### src/hdl/usrh_pkg.sv
// Shared types, codes and helpers for the USB standard request handler.
// Used by usrh_front, usrh_back, usrh_fifo users and the top level.
package usrh_pkg;

  localparam int STRING_SLOTS_DEFAULT = 4;
  localparam int QUEUE_DEPTH = 2;

  // Event codes of the operation field
  localparam logic [2:0] OP_SETUP    = 3'd0;
  localparam logic [2:0] OP_BUS_RST  = 3'd1;
  localparam logic [2:0] OP_SUSPEND  = 3'd2;
  localparam logic [2:0] OP_RESUME   = 3'd3;
  localparam logic [2:0] OP_IN_DONE  = 3'd4;

  // Standard request codes
  localparam logic [7:0] REQ_GET_STATUS     = 8'd0;
  localparam logic [7:0] REQ_CLEAR_FEATURE  = 8'd1;
  localparam logic [7:0] REQ_SET_FEATURE    = 8'd3;
  localparam logic [7:0] REQ_SET_ADDRESS    = 8'd5;
  localparam logic [7:0] REQ_GET_DESCRIPTOR = 8'd6;
  localparam logic [7:0] REQ_GET_CONFIG     = 8'd8;
  localparam logic [7:0] REQ_SET_CONFIG     = 8'd9;

  // Descriptor types
  localparam logic [7:0] DESC_DEVICE = 8'd1;
  localparam logic [7:0] DESC_CONFIG = 8'd2;
  localparam logic [7:0] DESC_STRING = 8'd3;

  localparam logic [7:0]  TYPE_MASK        = 8'h60;
  localparam logic [7:0]  RECIPIENT_MASK   = 8'h1F;
  localparam logic [7:0]  RECIPIENT_EP     = 8'h02;
  localparam logic [15:0] FEAT_EP_HALT     = 16'd0;
  localparam logic [15:0] FEAT_WAKEUP      = 16'd1;
  localparam logic [31:0] LANGID_REPLY     = 32'h0409_0304;

  // Device states
  localparam logic [2:0] ST_POWERED    = 3'd0;
  localparam logic [2:0] ST_DEFAULT    = 3'd1;
  localparam logic [2:0] ST_ADDRESS    = 3'd2;
  localparam logic [2:0] ST_CONFIGURED = 3'd3;
  localparam logic [2:0] ST_SUSPENDED  = 3'd4;

  // Reply sources
  localparam logic [2:0] SRC_NONE   = 3'd0;
  localparam logic [2:0] SRC_INLINE = 3'd1;
  localparam logic [2:0] SRC_DEVICE = 3'd2;
  localparam logic [2:0] SRC_CONFIG = 3'd3;
  localparam logic [2:0] SRC_STRING = 3'd4;
  localparam logic [2:0] SRC_LANGID = 3'd5;

  // Configuration register indexes
  localparam logic [2:0] REG_DEVICE_LEN  = 3'd0;
  localparam logic [2:0] REG_CONFIG_LEN  = 3'd1;
  localparam logic [2:0] REG_SELF_POWER  = 3'd2;
  localparam logic [2:0] REG_STRING_CNT  = 3'd3;

  localparam logic [7:0] DEVICE_LEN_RESET = 8'd18;

  // Actions handed from the front to the back
  localparam logic [3:0] ACT_NONE        = 4'd0;
  localparam logic [3:0] ACT_SET_ADDRESS = 4'd1;
  localparam logic [3:0] ACT_SET_CONFIG  = 4'd2;
  localparam logic [3:0] ACT_GET_CONFIG  = 4'd3;
  localparam logic [3:0] ACT_GET_STATUS  = 4'd4;
  localparam logic [3:0] ACT_SET_WAKEUP  = 4'd5;
  localparam logic [3:0] ACT_CLR_WAKEUP  = 4'd6;
  localparam logic [3:0] ACT_BUS_RESET   = 4'd7;
  localparam logic [3:0] ACT_SUSPEND     = 4'd8;
  localparam logic [3:0] ACT_RESUME      = 4'd9;
  localparam logic [3:0] ACT_IN_DONE     = 4'd10;

  typedef struct packed {
    logic [3:0]  act;
    logic [7:0]  arg;
    logic        status;
    logic        stall_ep0;
    logic        unhalt_valid;
    logic [7:0]  unhalt_endpoint;
    logic [2:0]  response_source;
    logic [15:0] response_length;
    logic [31:0] inline_data;
    logic [1:0]  string_slot;
  } cmd_t;

  typedef struct packed {
    logic        status;
    logic        stall_ep0;
    logic        unhalt_valid;
    logic [7:0]  unhalt_endpoint;
    logic [2:0]  response_source;
    logic [15:0] response_length;
    logic [31:0] inline_data;
    logic [1:0]  string_slot;
    logic [2:0]  device_state;
    logic [6:0]  device_address;
    logic        wakeup_enabled;
    logic        ep0_phase;
  } res_t;

  localparam int CMD_W = $bits(cmd_t);
  localparam int RES_W = $bits(res_t);

  function automatic logic [15:0] clip16(input logic [15:0] n, input logic [15:0] limit);
    return (n > limit) ? limit : n;
  endfunction

endpackage

### src/hdl/usb_standard_request_handler_core.sv
// Top level of the USB standard request handler for endpoint zero.
// Depends on usrh_pkg, usrh_front, usrh_fifo and usrh_back.
//
// Usage:
//   Input channel: drive operation and the setup fields, raise push; the item is
//   taken at a clock edge where push is high and full is low. Each item is a
//   setup packet, bus reset, suspend, resume or EP0 IN completion.
//   Result channel: while empty is low the oldest result is on the result ports;
//   it is taken at an edge where pop is high. Every item gives exactly one result.
//   Configuration: write cfg_data to register cfg_index at any edge with
//   cfg_write high; only while no item is in flight.
//   Order: each item is decoded into the command queue at the accepting edge and
//   executed into the result queue at a later edge, once it heads the command
//   queue and the result queue has room; the result is then on the result ports.
//   Throughput: one item per cycle while full stays low; the front decode and
//   the back state update overlap.
//   Reset (rst, synchronous): queues empty, configuration to its defaults, device
//   powered with address, configuration, wakeup and EP0 phase cleared.
//   Stalls: when pop is held low the result queue fills, the back end holds,
//   then the command queue fills and full rises; nothing is dropped.
module usb_standard_request_handler_core import usrh_pkg::*; #(
  parameter int STRING_SLOTS = STRING_SLOTS_DEFAULT
) (
  input  logic        clk,
  input  logic        rst,
  // configuration port
  input  logic        cfg_write,
  input  logic [2:0]  cfg_index,
  input  logic [15:0] cfg_data,
  // input queue side
  input  logic        push,
  output logic        full,
  input  logic [2:0]  operation,
  input  logic [7:0]  request_type,
  input  logic [7:0]  request_code,
  input  logic [15:0] request_value,
  input  logic [15:0] request_index,
  input  logic [15:0] request_length,
  // result queue side
  output logic        empty,
  input  logic        pop,
  output logic        status,
  output logic        stall_ep0,
  output logic        unhalt_valid,
  output logic [7:0]  unhalt_endpoint,
  output logic [2:0]  response_source,
  output logic [15:0] response_length,
  output logic [31:0] inline_data,
  output logic [1:0]  string_slot,
  output logic [2:0]  device_state,
  output logic [6:0]  device_address,
  output logic        wakeup_enabled,
  output logic        ep0_phase
);

  cmd_t             front_cmd;
  logic [CMD_W-1:0] mid_dout;
  cmd_t             back_cmd;
  logic             mid_empty;
  logic             mid_pop;
  res_t             back_res;
  logic             res_push;
  logic             res_full;
  logic [RES_W-1:0] out_dout;
  res_t             out_res;

  // Classify the incoming item against the configuration
  usrh_front #(
    .STRING_SLOTS(STRING_SLOTS)
  ) u_front (
    .clk           (clk),
    .rst           (rst),
    .cfg_write     (cfg_write),
    .cfg_index     (cfg_index),
    .cfg_data      (cfg_data),
    .operation     (operation),
    .request_type  (request_type),
    .request_code  (request_code),
    .request_value (request_value),
    .request_index (request_index),
    .request_length(request_length),
    .cmd           (front_cmd)
  );

  // Decouple decode from execution
  usrh_fifo #(
    .WIDTH(CMD_W),
    .DEPTH(QUEUE_DEPTH)
  ) u_cmd_queue (
    .clk  (clk),
    .rst  (rst),
    .push (push),
    .din  (front_cmd),
    .full (full),
    .pop  (mid_pop),
    .dout (mid_dout),
    .empty(mid_empty)
  );

  assign back_cmd = cmd_t'(mid_dout);

  // Apply state changes in order and form the result
  usrh_back u_back (
    .clk      (clk),
    .rst      (rst),
    .cmd_valid(!mid_empty),
    .cmd      (back_cmd),
    .cmd_pop  (mid_pop),
    .res_full (res_full),
    .res_push (res_push),
    .res      (back_res)
  );

  // Hold finished results until the receiver takes them
  usrh_fifo #(
    .WIDTH(RES_W),
    .DEPTH(QUEUE_DEPTH)
  ) u_res_queue (
    .clk  (clk),
    .rst  (rst),
    .push (res_push),
    .din  (back_res),
    .full (res_full),
    .pop  (pop),
    .dout (out_dout),
    .empty(empty)
  );

  assign out_res         = res_t'(out_dout);
  assign status          = out_res.status;
  assign stall_ep0       = out_res.stall_ep0;
  assign unhalt_valid    = out_res.unhalt_valid;
  assign unhalt_endpoint = out_res.unhalt_endpoint;
  assign response_source = out_res.response_source;
  assign response_length = out_res.response_length;
  assign inline_data     = out_res.inline_data;
  assign string_slot     = out_res.string_slot;
  assign device_state    = out_res.device_state;
  assign device_address  = out_res.device_address;
  assign wakeup_enabled  = out_res.wakeup_enabled;
  assign ep0_phase       = out_res.ep0_phase;

  // A stall is only ever reported on an unsupported request
  a_stall_has_status: assert property (@(posedge clk) disable iff (rst)
    (!empty && stall_ep0) |-> status)
    else $error("stall without not-supported status");

  // Clearing a halt is a handled request with no data stage
  a_unhalt_no_reply: assert property (@(posedge clk) disable iff (rst)
    (!empty && unhalt_valid) |-> (!status && response_source == SRC_NONE))
    else $error("unhalt with reply or failure");

  // No reply source means no reply bytes
  a_none_zero_len: assert property (@(posedge clk) disable iff (rst)
    (!empty && response_source == SRC_NONE) |-> (response_length == '0))
    else $error("reply length without source");

  // An executed command always lands in the result queue
  a_exec_lands: assert property (@(posedge clk) disable iff (rst)
    res_push |=> !empty)
    else $error("result lost after execution");

endmodule

### src/hdl/usrh_fifo.sv
// Small register queue with first-word fall-through.
// Generic; no package dependency.
module usrh_fifo #(
  parameter int WIDTH = 8,
  parameter int DEPTH = 2
) (
  input  logic             clk,
  input  logic             rst,
  input  logic             push,
  input  logic [WIDTH-1:0] din,
  output logic             full,
  input  logic             pop,
  output logic [WIDTH-1:0] dout,
  output logic             empty
);

  localparam int AW = (DEPTH > 1) ? $clog2(DEPTH) : 1;
  localparam int CW = $clog2(DEPTH + 1);

  logic [WIDTH-1:0] mem [DEPTH];
  logic [AW-1:0]    wr_ptr;
  logic [AW-1:0]    rd_ptr;
  logic [CW-1:0]    count;
  logic             do_push;
  logic             do_pop;

  assign full    = (count == CW'(DEPTH));
  assign empty   = (count == '0);
  assign do_push = push && !full;
  assign do_pop  = pop && !empty;
  assign dout    = mem[rd_ptr];

  always_ff @(posedge clk) begin
    if (do_push) begin
      mem[wr_ptr] <= din;
    end
  end

  always_ff @(posedge clk) begin
    if (rst) begin
      wr_ptr <= '0;
      rd_ptr <= '0;
      count  <= '0;
    end else begin
      if (do_push) begin
        wr_ptr <= (wr_ptr == AW'(DEPTH - 1)) ? '0 : wr_ptr + 1'b1;
      end
      if (do_pop) begin
        rd_ptr <= (rd_ptr == AW'(DEPTH - 1)) ? '0 : rd_ptr + 1'b1;
      end
      if (do_push && !do_pop) begin
        count <= count + 1'b1;
      end else if (do_pop && !do_push) begin
        count <= count - 1'b1;
      end
    end
  end

endmodule

### src/hdl/usrh_front.sv
// Front end: configuration registers and classification of each event.
// Depends on usrh_pkg.
module usrh_front import usrh_pkg::*; #(
  parameter int STRING_SLOTS = STRING_SLOTS_DEFAULT
) (
  input  logic        clk,
  input  logic        rst,
  input  logic        cfg_write,
  input  logic [2:0]  cfg_index,
  input  logic [15:0] cfg_data,
  input  logic [2:0]  operation,
  input  logic [7:0]  request_type,
  input  logic [7:0]  request_code,
  input  logic [15:0] request_value,
  input  logic [15:0] request_index,
  input  logic [15:0] request_length,
  output cmd_t        cmd
);

  logic [7:0]  device_desc_length;
  logic [15:0] config_desc_length;
  logic        dev_self_power;
  logic [2:0]  string_count;
  logic [15:0] string_entry [STRING_SLOTS];

  always_ff @(posedge clk) begin
    if (rst) begin
      device_desc_length <= DEVICE_LEN_RESET;
      config_desc_length <= '0;
      dev_self_power     <= 1'b0;
      string_count       <= '0;
      for (int j = 0; j < STRING_SLOTS; j++) begin
        string_entry[j] <= '0;
      end
    end else if (cfg_write) begin
      unique case (cfg_index)
        REG_DEVICE_LEN: device_desc_length <= cfg_data[7:0];
        REG_CONFIG_LEN: config_desc_length <= cfg_data;
        REG_SELF_POWER: dev_self_power     <= cfg_data[0];
        REG_STRING_CNT: string_count       <= cfg_data[2:0];
        default: begin
          // string slots, only those the table holds
          for (int j = 0; j < STRING_SLOTS; j++) begin
            if (j == int'(cfg_index[1:0])) begin
              string_entry[j] <= cfg_data;
            end
          end
        end
      endcase
    end
  end

  // String lookup: first matching slot below the valid count
  logic       str_found;
  logic [1:0] str_slot;
  logic [7:0] str_chars;

  always_comb begin
    str_found = 1'b0;
    str_slot  = '0;
    str_chars = '0;
    for (int k = 0; k < STRING_SLOTS; k++) begin
      if (!str_found && (k < int'(string_count)) &&
          (string_entry[k][7:0] == request_value[7:0])) begin
        str_found = 1'b1;
        str_slot  = 2'(k);
        str_chars = string_entry[k][15:8];
      end
    end
  end

  always_comb begin
    cmd = '0;
    unique case (operation)
      OP_SETUP: begin
        if ((request_type & TYPE_MASK) != '0) begin
          cmd.status = 1'b1;
        end else begin
          unique case (request_code)
            REQ_GET_DESCRIPTOR: begin
              unique case (request_value[15:8])
                DESC_DEVICE: begin
                  cmd.response_source = SRC_DEVICE;
                  cmd.response_length = clip16({8'd0, device_desc_length}, request_length);
                end
                DESC_CONFIG: begin
                  cmd.response_source = SRC_CONFIG;
                  cmd.response_length = clip16(config_desc_length, request_length);
                end
                DESC_STRING: begin
                  if (request_value[7:0] == '0) begin
                    cmd.response_source = SRC_LANGID;
                    cmd.inline_data     = LANGID_REPLY;
                    cmd.response_length = clip16(16'd4, request_length);
                  end else if (str_found) begin
                    cmd.response_source = SRC_STRING;
                    cmd.string_slot     = str_slot;
                    cmd.response_length =
                      clip16({7'd0, str_chars, 1'b0} + 16'd2, request_length);
                  end
                end
                default: begin
                  cmd.status    = 1'b1;
                  cmd.stall_ep0 = 1'b1;
                end
              endcase
            end
            REQ_SET_ADDRESS: begin
              cmd.act = ACT_SET_ADDRESS;
              cmd.arg = request_value[7:0];
            end
            REQ_GET_CONFIG: begin
              cmd.act             = ACT_GET_CONFIG;
              cmd.response_source = SRC_INLINE;
              cmd.response_length = clip16(16'd1, request_length);
            end
            REQ_SET_CONFIG: begin
              cmd.act = ACT_SET_CONFIG;
              cmd.arg = request_value[7:0];
            end
            REQ_GET_STATUS: begin
              // wakeup bit is merged in by the back end
              cmd.act             = ACT_GET_STATUS;
              cmd.response_source = SRC_INLINE;
              cmd.inline_data     = {31'd0, dev_self_power};
              cmd.response_length = clip16(16'd2, request_length);
            end
            REQ_SET_FEATURE: begin
              if (request_value == FEAT_WAKEUP) begin
                cmd.act = ACT_SET_WAKEUP;
              end
            end
            REQ_CLEAR_FEATURE: begin
              if (request_value == FEAT_WAKEUP) begin
                cmd.act = ACT_CLR_WAKEUP;
              end else if (request_value == FEAT_EP_HALT &&
                           (request_type & RECIPIENT_MASK) == RECIPIENT_EP) begin
                cmd.unhalt_valid    = 1'b1;
                cmd.unhalt_endpoint = request_index[7:0];
              end
            end
            default: begin
              cmd.status    = 1'b1;
              cmd.stall_ep0 = 1'b1;
            end
          endcase
        end
      end
      OP_BUS_RST: cmd.act = ACT_BUS_RESET;
      OP_SUSPEND: cmd.act = ACT_SUSPEND;
      OP_RESUME:  cmd.act = ACT_RESUME;
      OP_IN_DONE: cmd.act = ACT_IN_DONE;
      default:    cmd.act = ACT_NONE;
    endcase
  end

endmodule

### src/hdl/usrh_back.sv
// Back end: device state registers and completion of each classified item.
// Depends on usrh_pkg.
module usrh_back import usrh_pkg::*; (
  input  logic clk,
  input  logic rst,
  input  logic cmd_valid,
  input  cmd_t cmd,
  output logic cmd_pop,
  input  logic res_full,
  output logic res_push,
  output res_t res
);

  logic [2:0] dev_state;
  logic [7:0] config_value;
  logic [6:0] address;
  logic       wakeup;
  logic       ep0_phase;

  logic [2:0] dev_state_next;
  logic [7:0] config_value_next;
  logic [6:0] address_next;
  logic       wakeup_next;
  logic       ep0_phase_next;
  logic       fire;

  assign fire     = cmd_valid && !res_full;
  assign cmd_pop  = fire;
  assign res_push = fire;

  always_comb begin
    dev_state_next    = dev_state;
    config_value_next = config_value;
    address_next      = address;
    wakeup_next       = wakeup;
    ep0_phase_next    = ep0_phase;
    unique case (cmd.act)
      ACT_SET_ADDRESS: begin
        address_next   = cmd.arg[6:0];
        dev_state_next = ST_ADDRESS;
      end
      ACT_SET_CONFIG: begin
        config_value_next = cmd.arg;
        dev_state_next    = (cmd.arg != '0) ? ST_CONFIGURED : ST_ADDRESS;
      end
      ACT_SET_WAKEUP: wakeup_next = 1'b1;
      ACT_CLR_WAKEUP: wakeup_next = 1'b0;
      ACT_BUS_RESET: begin
        dev_state_next    = ST_DEFAULT;
        config_value_next = '0;
        address_next      = '0;
        ep0_phase_next    = 1'b0;
      end
      ACT_SUSPEND: dev_state_next = ST_SUSPENDED;
      ACT_RESUME:  dev_state_next = (config_value != '0) ? ST_CONFIGURED : ST_ADDRESS;
      ACT_IN_DONE: ep0_phase_next = 1'b1;
      default: ;
    endcase
  end

  always_comb begin
    res.status          = cmd.status;
    res.stall_ep0       = cmd.stall_ep0;
    res.unhalt_valid    = cmd.unhalt_valid;
    res.unhalt_endpoint = cmd.unhalt_endpoint;
    res.response_source = cmd.response_source;
    res.response_length = cmd.response_length;
    res.string_slot     = cmd.string_slot;
    res.inline_data     = cmd.inline_data;
    if (cmd.act == ACT_GET_CONFIG) begin
      res.inline_data = {24'd0, config_value};
    end else if (cmd.act == ACT_GET_STATUS) begin
      res.inline_data = cmd.inline_data | {30'd0, wakeup, 1'b0};
    end
    res.device_state   = dev_state_next;
    res.device_address = address_next;
    res.wakeup_enabled = wakeup_next;
    res.ep0_phase      = ep0_phase_next;
  end

  always_ff @(posedge clk) begin
    if (rst) begin
      dev_state    <= ST_POWERED;
      config_value <= '0;
      address      <= '0;
      wakeup       <= 1'b0;
      ep0_phase    <= 1'b0;
    end else if (fire) begin
      dev_state    <= dev_state_next;
      config_value <= config_value_next;
      address      <= address_next;
      wakeup       <= wakeup_next;
      ep0_phase    <= ep0_phase_next;
    end
  end

endmodule

### config.mk
export PLATFORM = sky130hd
export DESIGN_NAME = usb_standard_request_handler_core
export DESIGN_NICKNAME = d
export VERILOG_FILES = /design/src/hdl/usrh_pkg.sv /design/src/hdl/usb_standard_request_handler_core.sv /design/src/hdl/usrh_fifo.sv /design/src/hdl/usrh_front.sv /design/src/hdl/usrh_back.sv
export SDC_FILE = /design/constraint.sdc
export NUM_CORES = 1
export LEC_CHECK = 0
export CORE_AREA = 3 3 165 167
export DETAILED_ROUTE_END_ITERATION = 10
export DIE_AREA = 0 0 168 170
export DONT_BUFFER_PORTS = 1
export PLACE_DENSITY = 0.71
export SETUP_SLACK_MARGIN = 0.4
export SLEW_MARGIN = 5
export SYNTH_ARGS = -nofsm -noshare
export SYNTH_HDL_FRONTEND = slang
export SYNTH_SLANG_ARGS = --single-unit
### constraint.sdc
create_clock -name clk -period 6.7 [get_ports clk]
set_clock_uncertainty 0.15 [all_clocks]
set_input_delay 1.005 -clock clk [delete_from_list [all_inputs] [get_ports clk]]
set_output_delay 1.005 -clock clk [all_outputs]
set_load 0.01 [all_outputs]
Word level (Yosys, flattened, before mapping)
Memories as Yosys holds them, arrays and structs flattened. A register that Yosys moved wholly into a read port is not among the register bits. Cells that the tools add are included. W data, S select, Z words.

Muxes and demuxes: 92. Bitwise gates (word level): 5. $add $sub $neg: 9. Order comparisons: 10. Reduce and logical (&&, ||, !) cells: 51. Equality and inequality tests: 37.

Operator list (number): $mux W16 (10); $pmux W19 S3 (2); $mux W72 (1); $mux W32 (2); $pmux W32 S2 (1); $mux W63 (1); $mux W1 (42); $mux W8 (5); $mux W19 (2); $mux W34 (1); $eq A8 B8 Y1 (4); $gt A16 B16 Y1 (2); $or A32 B2 Y32 (1); $mux W27 (1); $mux W9 (3); $eq A8 B2 Y1 const B (3); $pmux W4 S6 (1); $reduce_bool A8 Y1 (3); $mux W2 (10); $pmux W4 S5 (1); $logic_and A1 B1 Y1 (17); $eq A16 B1 Y1 const B (1); $eq A4 B3 Y1 const B (4); $eq A8 B1 Y1 const B (2); 41 further kinds (84).

Logic and storage cells: 222. RAM bits: 368. Output and inout bits: 78. Flip-flop bits (word level): 56. Memories kept: 3. Bits of input ports: 91.

Memory list: u_cmd_queue.mem (depth 2, bits a word 76, read ports 1, clocked after memory_dff 1, write ports 1, RTL line usrh_fifo.sv:20) `logic [WIDTH-1:0] mem [DEPTH];`; u_res_queue.mem (depth 2, bits a word 76, read ports 1, clocked after memory_dff 1, write ports 1, RTL line usrh_fifo.sv:20); u_front.string_entry (depth 4, bits a word 16, read ports 4, clocked after memory_dff 0, write ports 4, RTL line usrh_front.sv:24) `logic [15:0] string_entry [STRING_SLOTS];`.

Depth between registers and ports, before layout
An unclocked memory read counts as a cell.

Word-level depth: 25. Mapped depth: 23. Gate-level depth less buffers: 21.

Modules after synthesis
From an unflattened synthesis, not the netlist that was laid out.

Cell total of the unflattened synthesis: 1458. Area, all modules: 19591.3 µm².

By module, submodules not included: usrh_fifo (cells each 261, times used 2, area each 5705.5 µm², seq. area each 4664.5 µm²); usrh_front (cells each 726, times used 1, area each 6523.8 µm², seq. area each 2482.4 µm²); usrh_back (cells each 209, times used 1, area each 1652.8 µm², seq. area each 400.4 µm²); usb_standard_request_handler_core (cells each 1, times used 1, area each 3.8 µm², seq. area each 0.0 µm²).

Least setup slack after synthesis
OpenSTA, ideal clock, no wires.

Path type: input port to flip-flop. Start: input port request_value[7]. End: memory u_cmd_queue.mem[0][43] in the netlist's numbering, data pin. Stages on the path: 19. Arrival: 4.564 ns. Slack: 1.721 ns. Path buffers: 2. Required time: 6.285 ns. Library setup time: 0.265 ns. Cells stage by stage: buf_4 > xor2_1 > nor4_1 > and3_1 > clkbuf_1 > nor4b_4 > a221oi_1 > inv_1 > ha_1 > nor2b_1 > nand3_1 > xnor2_1 > ha_1 > a211o_1 > a211oi_1 > o21ai_0 > nand3_1 > a21oi_1 > a221o_1.

RTL lines: start, declared (RTL line usb_standard_request_handler_core.sv:36) `input logic [15:0] request_value,`; end, declared (RTL line usrh_fifo.sv:20).

==> results.py <==
metrics = {
    "timing": {
        "relSlewSlack_pct": 26.5,
        "slew_violations": 0,
        "rsz0062_at_grt": "no",
        "fin_crit_ns": 5.28,
        "tightest_slew_ns": 1.10,
        "timing.final.crit_share_pct": 78.8,
        "setup_tns_ns": 0,
        "max_freq_mhz": 189,
        "hold_violations": 0,
        "finalSetupViolations": 0,
    },
    "run": {
        "maxCapViolCount": 0,
    },
    "grt": {
        "first_global_vias": 8917,
        "grt_max_degree": 67,
        "gr-usage-met1_pct": 29.3,
        "antenna_found_initial": 0,
        "grt_overflow": 0,
        "grtUsageMet2_pct": 37.2,
        "grt-busiest-layer": "met2",
        "grt_use_total_pct": 22.0,
        "grt_pass1_wl_um": 49400,
        "met3_usage_pct": 4.67,
    },
    "drt": {
        "antenna_left": 0,
        "first_pass_iters": 5,
        "drc": 0,
        "wl_um": 31800,
        "vias": 9141,
        "wl_per_cell_um": 20.3,
        "viasPerCell": 5.84,
        "drtIter0Drc": 656,
    },
    "power": {
        "leakage_uw": 0.00584,
        "power_density_nw_per_um2": 360,
        "peakVddDrop_uv": 194,
    },
    "die": {
        "die_x_um": 168,
        "num_rows": 59,
        "start_util_pct": 58.0,
        "core_area_um2": 25900,
        "die_y_um": 170,
        "boundaryPins": 169,
        "fp.dieArea_um2": 28600,
    },
    "clock_network": {
        "clock_latency_ns": 0.51,
        "cts_buffers": 35,
        "post_cts_resized": 0,
        "clkTransAtPathRegs_ns": 0.06,
        "root_buffer": "clkbuf_16",
        "clk_path_buf_depth": 3,
        "cts.sinks": 320,
        "htree_levels": 2,
        "cts_setup_buffers": 0,
        "cts-hold-fix-buffers": 0,
        "cts_tree": "built",
    },
    "final_layout": {
        "final_area_um2": 16300,
        "multiInputGateArea_um2": 5540,
        "areaGrowthSynthToFinish_pct": 8.83,
        "drive_gt1_share_pct": 14.1,
        "fin_nets": 1332,
        "ff_latch_area_um2": 9030,
        "antenna_cells": 0,
        "n_fill_cell": 1993,
    },
    "place": {
        "dpl_cell_area_um2": 15200,
        "gp_congestion": 0.939,
        "io_buffers": 0,
        "dp_hpwl_um": 22000,
    },
    "synthesis": {
        "yosys_warnings": 0,
        "yosys-top-cells-count": "262 x edfxtp_1, 103 x nor2_1, 88 x mux2_2",
        "syn_avg_cell_area_um2": 12.4,
        "synth_cell_types": 69,
        "synth_area_um2": 15000,
        "synth-main-ff-cell": "edfxtp_1",
        "async_reset_ff_share_pct": 0,
        "yosys-top-cells-area": "edfxtp_1 52%, dfxtp_1 7.7%, mux2_2 6.6%",
        "ys_ff_latch": 320,
        "synth_cells": 1210,
        "synthMostInstantiatedCell": "edfxtp_1",
        "yosysTopAreaCell": "edfxtp_1",
        "seq_area_frac_synth_pct": 60.1,
        "synth_top_area_share_pct": 52.4,
        "synth_edf_count": 262,
    },
    "run_status": {
        "status": "finished, final reports clean",
    },
    "hold_path": {
        "min_path_type": "reg -> reg",
    },
    "setup_path": {
        "cp_max_fo": 9,
        "cp.required_ns": 6.78,
        "critPathLaunchType": "primary input",
        "cp.arrival_ns": 5.36,
        "critPathCaptureType": "flop",
        "path_class": "in -> reg",
    },
}
[cells by family (layout without fill, tap and decap cells)]
family | count (synthesis) | in the layout | synth area share, %
xor gates and xnor gates | 48 | 48 | 3.12
other | 1 | 19 | 0.0250
adders and majority gates | 37 | 37 | 3.07
buffers and inverters | 107 | 109 | 3.58
muxes | 123 | 123 | 8.94
DFF | 320 | 320 | 60.1
AOI/OAI and AO/OA | 158 | 158 | 6.83
and+or+nand+nor | 416 | 416 | 14.3
[worst max-delay path, stage by stage]
cell and delay [ns]:
xor2_2 0.17, nor4_4 0.48, and3_1 0.44, nor4b_4 0.15, a221oi_1 0.61, inv_1 0.11
ha_1 0.24, nor2b_1 0.15, nand3_1 0.09, xnor2_1 0.17, ha_1 0.31, a211o_1 0.31
a211oi_1 0.21, o21ai_0 0.16, nand3_1 0.16, nand3_1 0.15, a221oi_1 0.32, nor2_1 0.10
[power breakdown]
part / internal, µW / switching [µW] / total (µW)
Sequential: 2670 / 122 / 2790
Combinational: 447 / 775 / 1220
Clock: 1140 / 741 / 1880
Total: 4250 / 1640 / 5890
[sequential cells by signal (all words and copies together) (netlist names), named ones only]
name	cells
u_cmd_queue.mem	92
u_back.address	7
u_front.config_desc_length	16
u_front.device_desc_length	8
u_cmd_queue.rd_ptr	1
u_back.wakeup	1
u_front.string_count	3
u_res_queue.wr_ptr	1
u_front.string_entry	64
u_res_queue.mem	106
u_back.dev_state	3
u_back.config_value	8
u_cmd_queue.count	2
u_res_queue.count	2
u_res_queue.rd_ptr	1
u_cmd_queue.wr_ptr	1
u_back.ep0_phase	1
u_front.dev_self_power	1
[area by class of cell]
cell class,instances,share of cell area [%]
clock buffers,46,5.92
flip-flops and latches,320,55.3
inverters,35,0.804
well taps,335,2.56
multi-input cells,801,33.9
clock inverters,16,1.03
repair buffers,12,0.551
[layout by cell type (no fill, tap or decap), types with 5 or more instances in the layout]
cell / netlist / routed
buf_4: 28 / 12
clkinv_2: 0 / 5
conb_1: 1 / 19
or3_1: 5 / 5
a31oi_1: 7 / 7
a21o_1: 6 / 6
mux2i_1: 34 / 34
ha_1: 36 / 36
and3_1: 14 / 13
xor2_1: 25 / 25
o311a_1: 5 / 5
edfxtp_1: 262 / 262
nand3_1: 12 / 12
a221oi_1: 7 / 7
clkbuf_1: 34 / 7
o21ai_0: 32 / 32
nor3_1: 34 / 34
clkbuf_16: 0 / 36
a21oi_1: 62 / 62
nand4_1: 22 / 22
xnor2_1: 18 / 18
inv_1: 34 / 34
nor2_1: 103 / 101
clkinv_1: 1 / 6
nand2b_1: 8 / 8
mux2_2: 88 / 88
nor2b_1: 9 / 9
and2_1: 87 / 86
dfxtp_1: 58 / 56
a221o_1: 5 / 5
nand2_1: 86 / 86
nor4_1: 8 / 8
[final timing paths]
check                                              from                                          to  slack (ns)  cells after the start
min reg2reg  u_front.config_desc_length[5]$_SDFFE_PP0P_  u_front.config_desc_length[5]$_SDFFE_PP0P_        0.33                      2
max reg2reg    u_front.string_entry[1][0]$_SDFFCE_PN0P_            u_cmd_queue.mem[0][39]$_DFFE_PP_        1.46                     18
min          u_front.config_desc_length[5]$_SDFFE_PP0P_  u_front.config_desc_length[5]$_SDFFE_PP0P_        0.33                      2
max                                    request_value[6]            u_cmd_queue.mem[0][39]$_DFFE_PP_        1.42                     18
[through the flow]
stage                     hold slack [ns]  util, %  setup slack [ns]  cells  total power, µW
after floorplan                     0.299        -              1.72   1228             3820
after global placement              0.306     58.7              1.06   1503             4020
after detailed placement            0.316     58.7             0.947   1503             4070
after CTS                           0.332     63.1              1.47   1565             5950
after global routing                0.343     63.1             0.986   1565             6160
final                               0.334     63.1              1.42   1565             5890
[routing by layer]
layer / part of all wire (%) / vias to the layer above
met5: 0 / -
met4: 2.1 / 0
met3: 6.9 / 44
met2: 49 / 296
met1: 42 / 4426
li1: - / 4375
No activity file was read; power rests on OpenSTA's default activity.
